## src/rtl/core/tbp_pkg.sv

```systemverilog
// tbp_pkg: shared widths, types, codes and helper functions for the
// tournament branch predictor. No dependencies.
package tbp_pkg;

    // table geometry
    localparam int GHIST_W = 13;
    localparam int LHIST_W = 11;
    localparam int PIDX_W  = 11;
    localparam int CNT_W   = 2;
    localparam int CFG_W   = 4;
    localparam int CIDX_W  = 2;
    localparam int PC_W    = 32;
    localparam int GDEPTH  = 1 << GHIST_W;
    localparam int LDEPTH  = 1 << LHIST_W;
    localparam int PDEPTH  = 1 << PIDX_W;
    localparam int MASK_W  = 1 << CFG_W;

    // chooser counter codes that select the global side
    localparam logic [CNT_W-1:0] SG = 2'd0;
    localparam logic [CNT_W-1:0] WG = 2'd1;

    // configuration register indexes
    localparam logic [CIDX_W-1:0] CFG_GHIST_BITS = 2'd0;
    localparam logic [CIDX_W-1:0] CFG_LHIST_BITS = 2'd1;
    localparam logic [CIDX_W-1:0] CFG_PIDX_BITS  = 2'd2;

    // reset values of the configuration registers
    localparam logic [CFG_W-1:0] GHIST_BITS_RST = 4'd9;
    localparam logic [CFG_W-1:0] LHIST_BITS_RST = 4'd10;
    localparam logic [CFG_W-1:0] PIDX_BITS_RST  = 4'd10;

    // one queued item
    typedef struct packed {
        logic              train;
        logic              taken;
        logic [PIDX_W-1:0] pidx;
    } t_item;

    // clamped configuration
    typedef struct packed {
        logic [CFG_W-1:0] ghist_bits;
        logic [CFG_W-1:0] lhist_bits;
    } t_cfg;

    // status from the back part to the front part
    typedef struct packed {
        logic pop;
        logic clearing;
    } t_back_status;

    // zero acts as one, above max acts as max
    function automatic logic [CFG_W-1:0] clamp_bits(input logic [CFG_W-1:0] v,
                                                    input logic [CFG_W-1:0] maxb);
        logic [CFG_W-1:0] r;
        r = v;
        if (v == '0) r = CFG_W'(1);
        else if (v > maxb) r = maxb;
        return r;
    endfunction

    // mask of the low n bits
    function automatic logic [MASK_W-1:0] low_mask(input logic [CFG_W-1:0] n);
        logic [MASK_W-1:0] m;
        for (int i = 0; i < MASK_W; i++) begin
            m[i] = (CFG_W'(i) < n);
        end
        return m;
    endfunction

    // 2-bit saturating counter step
    function automatic logic [CNT_W-1:0] bump(input logic [CNT_W-1:0] c, input logic up);
        logic [CNT_W-1:0] r;
        r = c;
        if (up) begin
            if (c != '1) r = c + CNT_W'(1);
        end else begin
            if (c != '0) r = c - CNT_W'(1);
        end
        return r;
    endfunction

endpackage

```

## src/rtl/core/tbp_front.sv

```systemverilog
// tbp_front: configuration registers and the two-entry item queue that
// feeds the back part. Depends on tbp_pkg.
module tbp_front (
    input  logic                         i_clk,
    input  logic                         i_rst_n,
    input  logic                         push,
    output logic                         full,
    input  logic                         i_opcode,
    input  logic [tbp_pkg::PC_W-1:0]     i_pc,
    input  logic                         i_outcome,
    input  logic                         i_cfg_valid,
    output logic                         o_cfg_ready,
    input  logic [tbp_pkg::CIDX_W-1:0]   i_cfg_index,
    input  logic [tbp_pkg::CFG_W-1:0]    i_cfg_data,
    input  tbp_pkg::t_back_status        i_status,
    output logic                         o_item_valid,
    output tbp_pkg::t_item               o_item,
    output tbp_pkg::t_cfg                o_cfg
);

    logic [tbp_pkg::CFG_W-1:0] r_ghist_bits;
    logic [tbp_pkg::CFG_W-1:0] r_lhist_bits;
    logic [tbp_pkg::CFG_W-1:0] r_pidx_bits;

    tbp_pkg::t_item r_q [2];
    logic           r_wp;
    logic           r_rp;
    logic [1:0]     r_cnt;

    logic           in_beat;
    logic           out_beat;
    tbp_pkg::t_item new_item;
    logic [tbp_pkg::MASK_W-1:0] pmask;

    assign o_cfg_ready = 1'b1;

    // config writes, clamped on entry
    always_ff @(posedge i_clk) begin
        if (!i_rst_n) begin
            r_ghist_bits <= tbp_pkg::GHIST_BITS_RST;
            r_lhist_bits <= tbp_pkg::LHIST_BITS_RST;
            r_pidx_bits  <= tbp_pkg::PIDX_BITS_RST;
        end else if (i_cfg_valid) begin
            unique case (i_cfg_index)
                tbp_pkg::CFG_GHIST_BITS: r_ghist_bits <= tbp_pkg::clamp_bits(i_cfg_data,
                    tbp_pkg::CFG_W'(tbp_pkg::GHIST_W));
                tbp_pkg::CFG_LHIST_BITS: r_lhist_bits <= tbp_pkg::clamp_bits(i_cfg_data,
                    tbp_pkg::CFG_W'(tbp_pkg::LHIST_W));
                tbp_pkg::CFG_PIDX_BITS:  r_pidx_bits  <= tbp_pkg::clamp_bits(i_cfg_data,
                    tbp_pkg::CFG_W'(tbp_pkg::PIDX_W));
                default: ;
            endcase
        end
    end

    assign o_cfg.ghist_bits = r_ghist_bits;
    assign o_cfg.lhist_bits = r_lhist_bits;

    // classify the incoming beat: keep only the local history slot
    assign pmask          = tbp_pkg::low_mask(r_pidx_bits);
    assign new_item.train = i_opcode;
    assign new_item.taken = i_outcome;
    assign new_item.pidx  = i_pc[tbp_pkg::PIDX_W-1:0] & pmask[tbp_pkg::PIDX_W-1:0];

    assign full     = (r_cnt == 2'd2) || i_status.clearing;
    assign in_beat  = push && !full;
    assign out_beat = i_status.pop && (r_cnt != 2'd0);

    // item queue pointers
    always_ff @(posedge i_clk) begin
        if (!i_rst_n) begin
            r_wp  <= 1'b0;
            r_rp  <= 1'b0;
            r_cnt <= 2'd0;
        end else begin
            if (in_beat) r_wp <= ~r_wp;
            if (out_beat) r_rp <= ~r_rp;
            r_cnt <= r_cnt + 2'(in_beat) - 2'(out_beat);
        end
    end

    // item queue storage
    always_ff @(posedge i_clk) begin
        if (in_beat) r_q[r_wp] <= new_item;
    end

    assign o_item_valid = (r_cnt != 2'd0);
    assign o_item       = r_q[r_rp];

endmodule

```

## config.mk

```make
export PLATFORM = sky130hd
export DESIGN_NAME = tbp_front
export DESIGN_NICKNAME = d
export VERILOG_FILES = /design/src/rtl/core/tbp_pkg.sv /design/src/rtl/core/tbp_front.sv
export SDC_FILE = /design/constraint.sdc
export NUM_CORES = 1
export LEC_CHECK = 0
export BUFFER_PORTS_ARGS = -buffer_cell sky130_fd_sc_hd__buf_4
export CAP_MARGIN = 30
export CELL_PAD_IN_SITES_DETAIL_PLACEMENT = 1
export CELL_PAD_IN_SITES_GLOBAL_PLACEMENT = 1
export CORE_UTILIZATION = 23
export CTS_CLUSTER_SIZE = 14
export DETAILED_ROUTE_END_ITERATION = 6
export HOLD_SLACK_MARGIN = 0.06
export PLACE_DENSITY = 0.51
export SLEW_MARGIN = 25
export SYNTH_ARGS = -nofsm -noshare
export SYNTH_HDL_FRONTEND = slang
export SYNTH_SLANG_ARGS = --single-unit
```

## constraint.sdc

```tcl
create_clock -name i_clk -period 5.2 [get_ports i_clk]
set_clock_uncertainty 0.2 [all_clocks]
set_input_delay 0 -clock i_clk [delete_from_list [all_inputs] [get_ports i_clk]]
set_output_delay 0 -clock i_clk [all_outputs]
set_load 0.005 [all_outputs]
```

== Yosys cells after proc, flatten, opt, wreduce, memory -nomap -nowiden ==
Memories as Yosys holds them, arrays and structs flattened. A register that Yosys moved wholly into a read port is not among the register bits.
Cells that the tools add are included.
W data, S select, Z words.

* Register bits: 16
* Latch bits: 0
* RAM bits: 26
* Bits in read-only memories: 0
* Output and inout bits: 24
* Memories kept: 1

{| class="wikitable"
|+ Memory list
! memory !! words !! bits a word !! rd ports !! clocked after memory_dff !! write ports !! line !! text
|-
| r_q || 2 || 13 || 1 || 1 || 1 || tbp_front.sv:25 || <nowiki>tbp_pkg::t_item r_q [2];</nowiki>
|}

* Add/sub/neg operators: 2
* $mul: 0
* Div/mod/pow operators: 0
* $lt $le $gt $ge: 13
* Eq/ne operators: 3
* Shift operators: 0
* Mux-type cells: 8
* Bitwise operators: 3
* Reductions and logical operators: 10

{| class="wikitable"
|+ Operator list
! cell !! count
|-
| $lt A3 B4 Y1 const A || 4
|-
| $mux W4 || 4
|-
| $lt A4 B4 Y1 const A || 3
|-
| $and A11 B11 Y11 || 1
|-
| $gt A4 B4 Y1 const B || 2
|-
| $lt A1 B4 Y1 const A || 2
|-
| $lt A2 B4 Y1 const A || 2
|-
| $reduce_and A2 Y1 || 3
|-
| $eq A2 B2 Y1 const B || 2
|-
| $logic_not A4 Y1 || 1
|-
| $mux W1 || 4
|-
| $add A2 B1 Y2 || 1
|-
| $eq A2 B1 Y1 const B || 1
|-
| $logic_and A1 B1 Y1 || 2
|-
| $logic_not A2 Y1 || 1
|-
| $not A1 Y1 || 2
|-
| $reduce_bool A2 Y1 || 1
|-
| $sub A2 B1 Y2 || 1
|-
| $logic_not A1 Y1 || 1
|-
| $logic_or A1 B1 Y1 || 1
|}

== Longest topological paths before layout ==
Gate-level depths: netlist of run 1.

* Depth after elaboration: 6
* Depth in mapped cells: 9
* Mapped depth without buffers: 8

== Worst setup path after synthesis of run 1 ==
OpenSTA, ideal clock, no wires.

* Path kind: register to register
* Start: register r_cnt[1]
* End: memory r_q[1][0] (netlist bit) (enable)
* Setup time: 382 ps
* Arrival time: 1485 ps
* Required time: 4618 ps
* Setup slack: 3132 ps
* Cell stages (with the launch flop): 5
* Path buffers: 1
* Clock period less this slack: 2068 ps
* Path through: dfxtp_1 -> nor2b_4 -> or3b_1 -> buf_2 -> nor2_1

* Longest elaborated chain between the ends: 6

{| class="wikitable"
|+ Ends and longest elaborated chain
! what !! line !! text
|-
| from (decl) || tbp_front.sv:28 || <nowiki>logic [1:0] r_cnt;</nowiki>
|-
| from (signal assigned) || tbp_front.sv:78 || <nowiki>r_cnt <= r_cnt + 2'(in_beat) - 2'(out_beat);</nowiki>
|-
| $eq A2 B2 Y1 || tbp_front.sv:65 || <nowiki>assign full = (r_cnt == 2'd2) || i_status.clearing;</nowiki>
|-
| $logic_or A1 B1 Y1 || tbp_front.sv:65 ||
|-
| $logic_not A1 Y1 || tbp_front.sv:66 || <nowiki>assign in_beat = push && !full;</nowiki>
|-
| $logic_and A1 B1 Y1 || tbp_front.sv:66 ||
|-
| $mux W1 || tbp_front.sv:84 || <nowiki>if (in_beat) r_q[r_wp] <= new_item;</nowiki>
|-
| $mux W1 (implied by the code) || tbp_front.sv:84 ||
|-
| to (decl) || tbp_front.sv:25 ||
|}

No other way between the ends.

== Worst setup path in the final report of run 1 ==
* Start: input port i_cfg_index[1] (netlist bit)
* End: register r_ghist_bits[0] (netlist bit)

* Longest elaborated chain between the ends: 2

{| class="wikitable"
|+ Ends and longest elaborated chain
! what !! line !! text
|-
| from (decl) || tbp_front.sv:13 || <nowiki>input logic [tbp_pkg::CIDX_W-1:0] i_cfg_index,</nowiki>
|-
| $logic_not A2 Y1 || tbp_front.sv:44 || <nowiki>unique case (i_cfg_index)</nowiki>
|-
| $reduce_and A2 Y1 (no source line) || - ||
|-
| to (signal assigned) || tbp_front.sv:40 || <nowiki>r_ghist_bits <= tbp_pkg::GHIST_BITS_RST;</nowiki>
|-
| to (signal assigned) || tbp_front.sv:45 || <nowiki>tbp_pkg::CFG_GHIST_BITS: r_ghist_bits <= tbp_pkg::clamp_bits(i_cfg_data,</nowiki>
|-
| to (decl) || tbp_front.sv:21 || <nowiki>logic [tbp_pkg::CFG_W-1:0] r_ghist_bits;</nowiki>
|}

No other way between the ends.
A chain may end at the register's enable or synchronous reset.

==> results.tsv, run 1 <==
metric	value	unit
critical_path.startpoint	i_cfg_index[1]	
postCtsResizedCells	0	
die_area	0.00823	sq mm
place.gp.congestion	0.731	
number_of_instances_in_the_synthesized_netlist	146	
maxClockFrequency	387	MHz
report.final.setup_viol	0	
cp-endpoint	r_ghist_bits[0]	
drt_pre_antenna_iters	4	
port-buffer-count	47	
critical_path.most_common_cell	dlygate4sd3_1	
timing.final.crit_share	49.7	%
vias_in_the_first_global_route	1487	
power_per_cell_area	336	mW/mm^2
clk_root_buffer_cell	clkbuf_8	
synth_most_common_cell	edfxtp_1	
crit_required	5180	ps
cts_setup_buffers	0	
htree_num_levels	2	
biggest_area_contributors_in_the_synthesized_netlist	edfxtp_1 (43%), dfxtp_1 (19%), mux2_2 (8.1%)	
holdCritPathClass	in2reg	
startpoint_of_the_lowest_slack_register_to_register_path	r_cnt[0]	
max_stage_delay	580	ps
cellLeakagePower	1.06	nW
detail_route.wirelength	4370	microns
initial_utilization	24.3	%
grt_most_used_layer	met2	
final_hold_viol_count	0	
cell_area_after_technology_mapping	0.00181	sq mm
synth_ff_type	edfxtp_1	
maximum_number_of_pins_on_one_net_before_global_route_repair	14	
register_area	0.00112	sq mm
synthToLayoutAreaGrowth	49.9	%
antenna_violating_nets_remaining	0	
r2r_slack	2970	ps
synth_enable_flop_cells	26	
slew_violations	0	
start_kind	input port	
crit_path_cell_trace	dlygate4sd3_1 -> buf_4 -> nor3b_2 -> nor4bb_1 -> dlygate4sd3_1 -> o21ai_0 -> dlygate4sd3_1	
clkSinkCount	43	
result_of_the_run	complete, no violations	
grt_antenna_before_repair	0	
grt_setup_unrepaired	false	
arrival	2560	ps
yosys-top-cells-count	edfxtp_1 (26), dfxtp_1 (17), nand2_1 (15)	
wl_per_cell	13.4	microns
synth_top_area_share	43.1	%
io_pins	70	
num_vias	1426	
worstMarginPinSlew	754	ps
fin_crit	2580	ps
gr-usage-met2	19.2	%
synth_fp_nets	194	
drive_above_1_share	32.5	%
finalSetupTns	0	ps
worst_setup_path_end_kind	flip-flop	
worst_skew_pair.late_latency	280	ps
synth_sequential_area_ratio	61.9	%
holdBufCountCts	35	
crit_path_top_delay_cell	dlygate4sd3_1	
die_height	90.7	microns
count_of_antenna_diodes_in_the_layout	0	
post_drt_via_cell_ratio	4.36	
dpl_cell_area	0.00226	sq mm
r2r_end	r_cnt[1]	
grt_first_pass_wirelength	7250	microns
detail_route.iter0.violations	28	
ff2ff_path_depth	8	
mean_syn_cell_area	12.4	sq um
crit_fanout	6	
nFillCells	840	
slew-limit-headroom	49.7	%
met3_usage	3.62	%
clock_slew_at_the_register_clock_pins_of_the_worst_setup_and_hold_paths	80	ps
drc	0	
global_route.usage.met1	13.4	%
numCtsBuffers	5	
timing.setup.critical_path_class	in2reg	
gr-usage-all-layers	11.1	%
postSynthRegisterBits	43	
clock_tree.buffer_depth	2	
multi_input_area	647	sq um
synthDominantAreaCellType	edfxtp_1	
synth_cell_type_count	37	
finalInstanceArea	0.00271	sq mm
num-nets-final	275	
hpwlAfterDp	2950	microns
global_route.overflow_total	0	
synth_warnings	0	
vdd_drop_max	0.102	mV
asyncSetResetFlopFracSynth	0	%
cts_tree	done	
drv_cap	0	
die_width	90.7	microns
core_region_area	0.00745	sq mm
site_rows	31	
## final cells by class
class                           count  share of cell area (%)
Sequential cell                    43                    41.3
Timing Repair Buffer               82                    25.9
Multi-Input combinational cell     92                    23.8
Tap cell                           99                    4.56
Clock buffer                        5                    2.54
Clock inverter                      3                    1.43
Inverter                            3                   0.415
## worst max-delay path, delay by kind of cell
kind                   cells  cell delay (ps)
buffers and inverters      4             1810
and+or+nand+nor            2              680
AOI/OAI and AO/OA          1               70
## flip-flops by register name, indices dropped and copies added, names as in the netlist, named ones only
signal / count
r_cnt: 2
r_ghist_bits: 4
r_lhist_bits: 4
r_pidx_bits: 4
r_q: 26
r_rp: 1
r_wp: 1
## where the power goes
group	total (mW)	internal [mW]	leakage (nW)	switching, mW
Clock	0.250	0.141	0.0556	0.110
Combinational	0.225	0.142	0.630	0.0829
Sequential	0.435	0.398	0.379	0.0367
## metal layers
layer	share of wire, %	wire length, microns	vias up
met5	0	0	-
met4	0.34	15	0
met3	5.2	226	2
met2	49	2150	40
met1	45	1980	701
li1	-	-	683
## cell usage in the layout, fill, tap and decap left out, types with 2 or more instances in the layout
cell	n
dfxtp_1	17
nor3_1	2
or2_2	2
nand3b_1	2
mux2i_1	3
a211oi_1	2
nor2_1	6
nor2_2	2
dlygate4sd3_1	35
o21a_1	4
and3b_1	2
nor2b_1	4
clkbuf_8	5
and2_1	2
o211ai_1	2
nand3_1	4
nand2_1	15
ha_1	2
mux2_2	13
o21ai_0	3
a21oi_1	8
buf_4	47
edfxtp_1	26
inv_1	3
## worst min path at each step
stage                      startpoint    endpoint  slack (ps)  depth (start not counted)
after global placement      i_outcome  r_q[1][11]         -10                          1
after floorplan           i_status[0]        full        -110                          1
final                            push   r_q[0][4]         240                          3
after CTS                   i_outcome  r_q[0][11]         240                          2
after global routing         i_opcode  r_q[0][12]         240                          2
after detailed placement    i_outcome  r_q[0][11]          -7                          1
## logic make-up (layout without fill, tap and decap cells)
group	after synthesis	after routing	synth area share (%)
flip-flops	43	43	61.9
AND/OR/NAND/NOR	47	47	14.2
AO/OA/AOI/OAI	24	24	8.91
adder cells (fa/ha/maj)	2	2	1.38
multiplexers	16	16	9.74
XOR/XNOR	2	2	0.968
other	1	1	0.207
buffers and inverters	11	93	2.63
## stage by stage
stage	utilization (%)	total power [mW]	setup slack, ps	cells	hold WS [ps]
2_1_floorplan	-	0.548	3130	146	-112
3_3_place_gp	30.2	0.642	2760	284	-9.72
3_5_place_dp	30.3	0.654	2930	284	-7.03
4_1_cts	36.4	0.927	2640	327	236
5_1_grt	36.4	0.964	2510	327	236
6_report	36.4	0.911	2620	327	239
Note: power is estimated with default switching activity, not from simulation.
==> run 2: changes to the inputs <==
--- a/config.mk
+++ b/config.mk
@@ -5,6 +5,7 @@
 export SDC_FILE = /design/constraint.sdc
 export NUM_CORES = 1
 export LEC_CHECK = 0
+export ABC_AREA = 1
 export BUFFER_PORTS_ARGS = -buffer_cell sky130_fd_sc_hd__buf_4
 export CAP_MARGIN = 30
 export CELL_PAD_IN_SITES_DETAIL_PLACEMENT = 1
@@ -13,7 +14,7 @@
 export CTS_CLUSTER_SIZE = 14
 export DETAILED_ROUTE_END_ITERATION = 6
 export HOLD_SLACK_MARGIN = 0.06
-export PLACE_DENSITY = 0.51
+export PLACE_DENSITY = 0.52
 export SLEW_MARGIN = 25
 export SYNTH_ARGS = -nofsm -noshare
 export SYNTH_HDL_FRONTEND = slang
==> constraint.sdc (replaced) <==
create_clock -name i_clk -period 2.59 [get_ports i_clk]
set_clock_uncertainty 0.2 [all_clocks]
set_input_delay 0 -clock i_clk [delete_from_list [all_inputs] [get_ports i_clk]]
set_output_delay 0 -clock i_clk [all_outputs]
set_load 0.005 [all_outputs]
==> results.tsv, run 2 <==
metric	value	unit
r2r_end	r_cnt[1]	
timing.final.crit_share	86.7	%
num_vias	1530	
global_route.usage.met1	14.4	%
synth_top_area_share	41.8	%
max_flop_register	r_q	
mostFrequentLayoutCells	buf_4 (48), nand2_1 (40), dlygate4sd3_1 (33)	
met3_usage	3.23	%
slew-limit-headroom	45.9	%
synth_cell_type_count	20	
layoutNonFillerInstCount	367	
synth_warnings	0	
synth_ff_type	edfxtp_1	
die_height	92.1	microns
biggest_area_contributors_in_the_synthesized_netlist	edfxtp_1 (42%), dfxtp_1 (18%), mux2_4 (8.0%)	
drive_above_1_share	26.4	%
synthDominantAreaCellType	edfxtp_1	
power_per_cell_area	641	mW/mm^2
worst_skew_pair.late_latency	290	ps
count_of_antenna_diodes_in_the_layout	0	
hpwlAfterDp	3010	microns
post_drt_via_cell_ratio	4.17	
synthToLayoutAreaGrowth	46.9	%
max_ffs_per_register	26	
startpoint_of_the_lowest_slack_register_to_register_path	r_cnt[0]	
cellLeakagePower	1.23	nW
gr-usage-all-layers	11.3	%
cell_area_after_technology_mapping	0.00187	sq mm
final_hold_viol_count	0	
postCtsResizedCells	0	
clock_tree.buffer_depth	2	
vias_in_the_first_global_route	1572	
synth_enable_flop_cells	26	
r2r_slack	620	ps
detail_route.iter0.violations	37	
maximum_number_of_pins_on_one_net_before_global_route_repair	17	
clk_root_buffer_cell	clkbuf_8	
worst_setup_path_end_kind	flip-flop	
wl_per_cell	12.3	microns
cts_setup_buffers	0	
cp-endpoint	r_lhist_bits[1]	
global_route.overflow_total	0	
number_of_instances_in_the_synthesized_netlist	180	
synth_most_common_cell	nand2_1	
grt_most_used_layer	met2	
drt_pre_antenna_iters	4	
holdCritPathClass	in2reg	
grt_setup_unrepaired	false	
site_rows	32	
result_of_the_run	complete, no violations	
drc	0	
layout_commonest_cell	buf_4	
fin_crit	2250	ps
synth_fp_nets	228	
antenna_violating_nets_remaining	0	
initial_utilization	23.9	%
mean_syn_cell_area	10.4	sq um
postSynthRegisterBits	43	
clock_slew_at_the_register_clock_pins_of_the_worst_setup_and_hold_paths	90	ps
io_pins	70	
grt_antenna_before_repair	0	
arrival	2230	ps
ff2ff_path_depth	9	
yosys-top-cells-count	nand2_1 (40), edfxtp_1 (26), inv_1 (24)	
htree_num_levels	2	
report.final.setup_viol	0	
detail_route.wirelength	4500	microns
port-buffer-count	47	
critical_path.startpoint	i_cfg_index[0]	
die_width	92.1	microns
timing.setup.critical_path_class	in2reg	
placedCellCount	326	
crit_fanout	5	
vdd_drop_max	0.207	mV
slew_violations	0	
crit_required	2580	ps
clkSinkCount	43	
finalSetupTns	0	ps
die_area	0.00849	sq mm
cts_tree	done	
start_kind	input port	
finalPower	1.76	mW
place.gp.congestion	0.678	
worstMarginPinSlew	811	ps
asyncSetResetFlopFracSynth	0	%
num-nets-final	312	
synth_sequential_area_ratio	60.0	%
numCtsBuffers	5	
maxClockFrequency	445	MHz
grt_first_pass_wirelength	7390	microns
drv_cap	0	
core_region_area	0.00781	sq mm
gr-usage-met2	18.9	%
run 2: changes by cell type after synthesis, sizes merged, moves of 3 or more:
cell | previous run | this run
o21a | 4 | 1
nor2 | 8 | 20
mux2i | 3 | 0
nor2b | 5 | 0
nand2 | 15 | 40
a21boi | 0 | 4
nand3 | 4 | 9
and2 | 3 | 0
inv | 3 | 24
clkbuf | 5 | 0
run 2: worst min-delay path by stage:
stage | startpoint | end | slack [ps] | depth (start not counted)
floorplan | i_outcome | r_q[0][11] | -100 | 0
global placement | i_outcome | r_q[0][11] | -10 | 1
detailed placement | i_outcome | r_q[0][11] | -6 | 1
CTS | i_outcome | r_q[1][11] | 230 | 2
global route | i_outcome | r_q[0][11] | 230 | 2
finish | i_outcome | r_q[0][11] | 230 | 2
run 2: what timing repair did:
action,4_1_cts,5_1_grt
setup endpoints to repair,0,0
hold buffers,33,0
hold endpoints to repair,43,0
run 2: layout make-up:
cell class / count / area [sq um]
Sequential cell: 43 / 1120
Inverter: 24 / 90.1
Timing Repair Buffer: 81 / 691
Clock inverter: 3 / 20.0
Tap cell: 102 / 128
Multi-Input combinational cell: 109 / 626
Fill cell: 912 / 5060
Clock buffer: 5 / 68.8
run 2: cell families (layout without fill, tap and decap cells):
logic type      count (synthesis)  count (layout)  share of synthesized area, %
other cells                     1               1                         0.201
compound gates                 22              22                          6.97
fa+ha+maj                       2               2                          1.34
simple gates                   71              71                          15.1
mux                            13              13                          9.85
buf+inv                        28             113                          6.50
flops                          43              43                          60.0
run 2: layer usage:
| layer | vias up | wire (microns) |
|---|---|---|
| li1 | 759 | - |
| met4 | 0 | 35 |
| met5 | - | 0 |
| met3 | 4 | 192 |
| met1 | 723 | 2170 |
| met2 | 44 | 2100 |
run 2: power by group:
group          switching [mW]  internal (mW)
sequential             0.0668          0.798
clock                   0.242          0.188
combinational           0.182          0.281
total                   0.490           1.27
run 2: critical path: stages:
cell and delay [ps]:
dlygate4sd3_1 540, buf_4 140, nand3_1 130, dlygate4sd3_1 670, inv_1 80, nand2_1 60
nand3_1 60, dlygate4sd3_1 560
run 2: metrics by stage:
step / setup slack (ps) / util, % / instance area [sq um] / hold slack [ps]
after CTS: 356 / 35.1 / 2740 / 231
final: 344 / 35.1 / 2740 / 235
after floorplan: 787 / - / 1870 / -101
after global routing: 200 / 35.1 / 2740 / 230
after global placement: 650 / 29.8 / 2320 / -12.0
after detailed placement: 609 / 29.8 / 2320 / -6.45
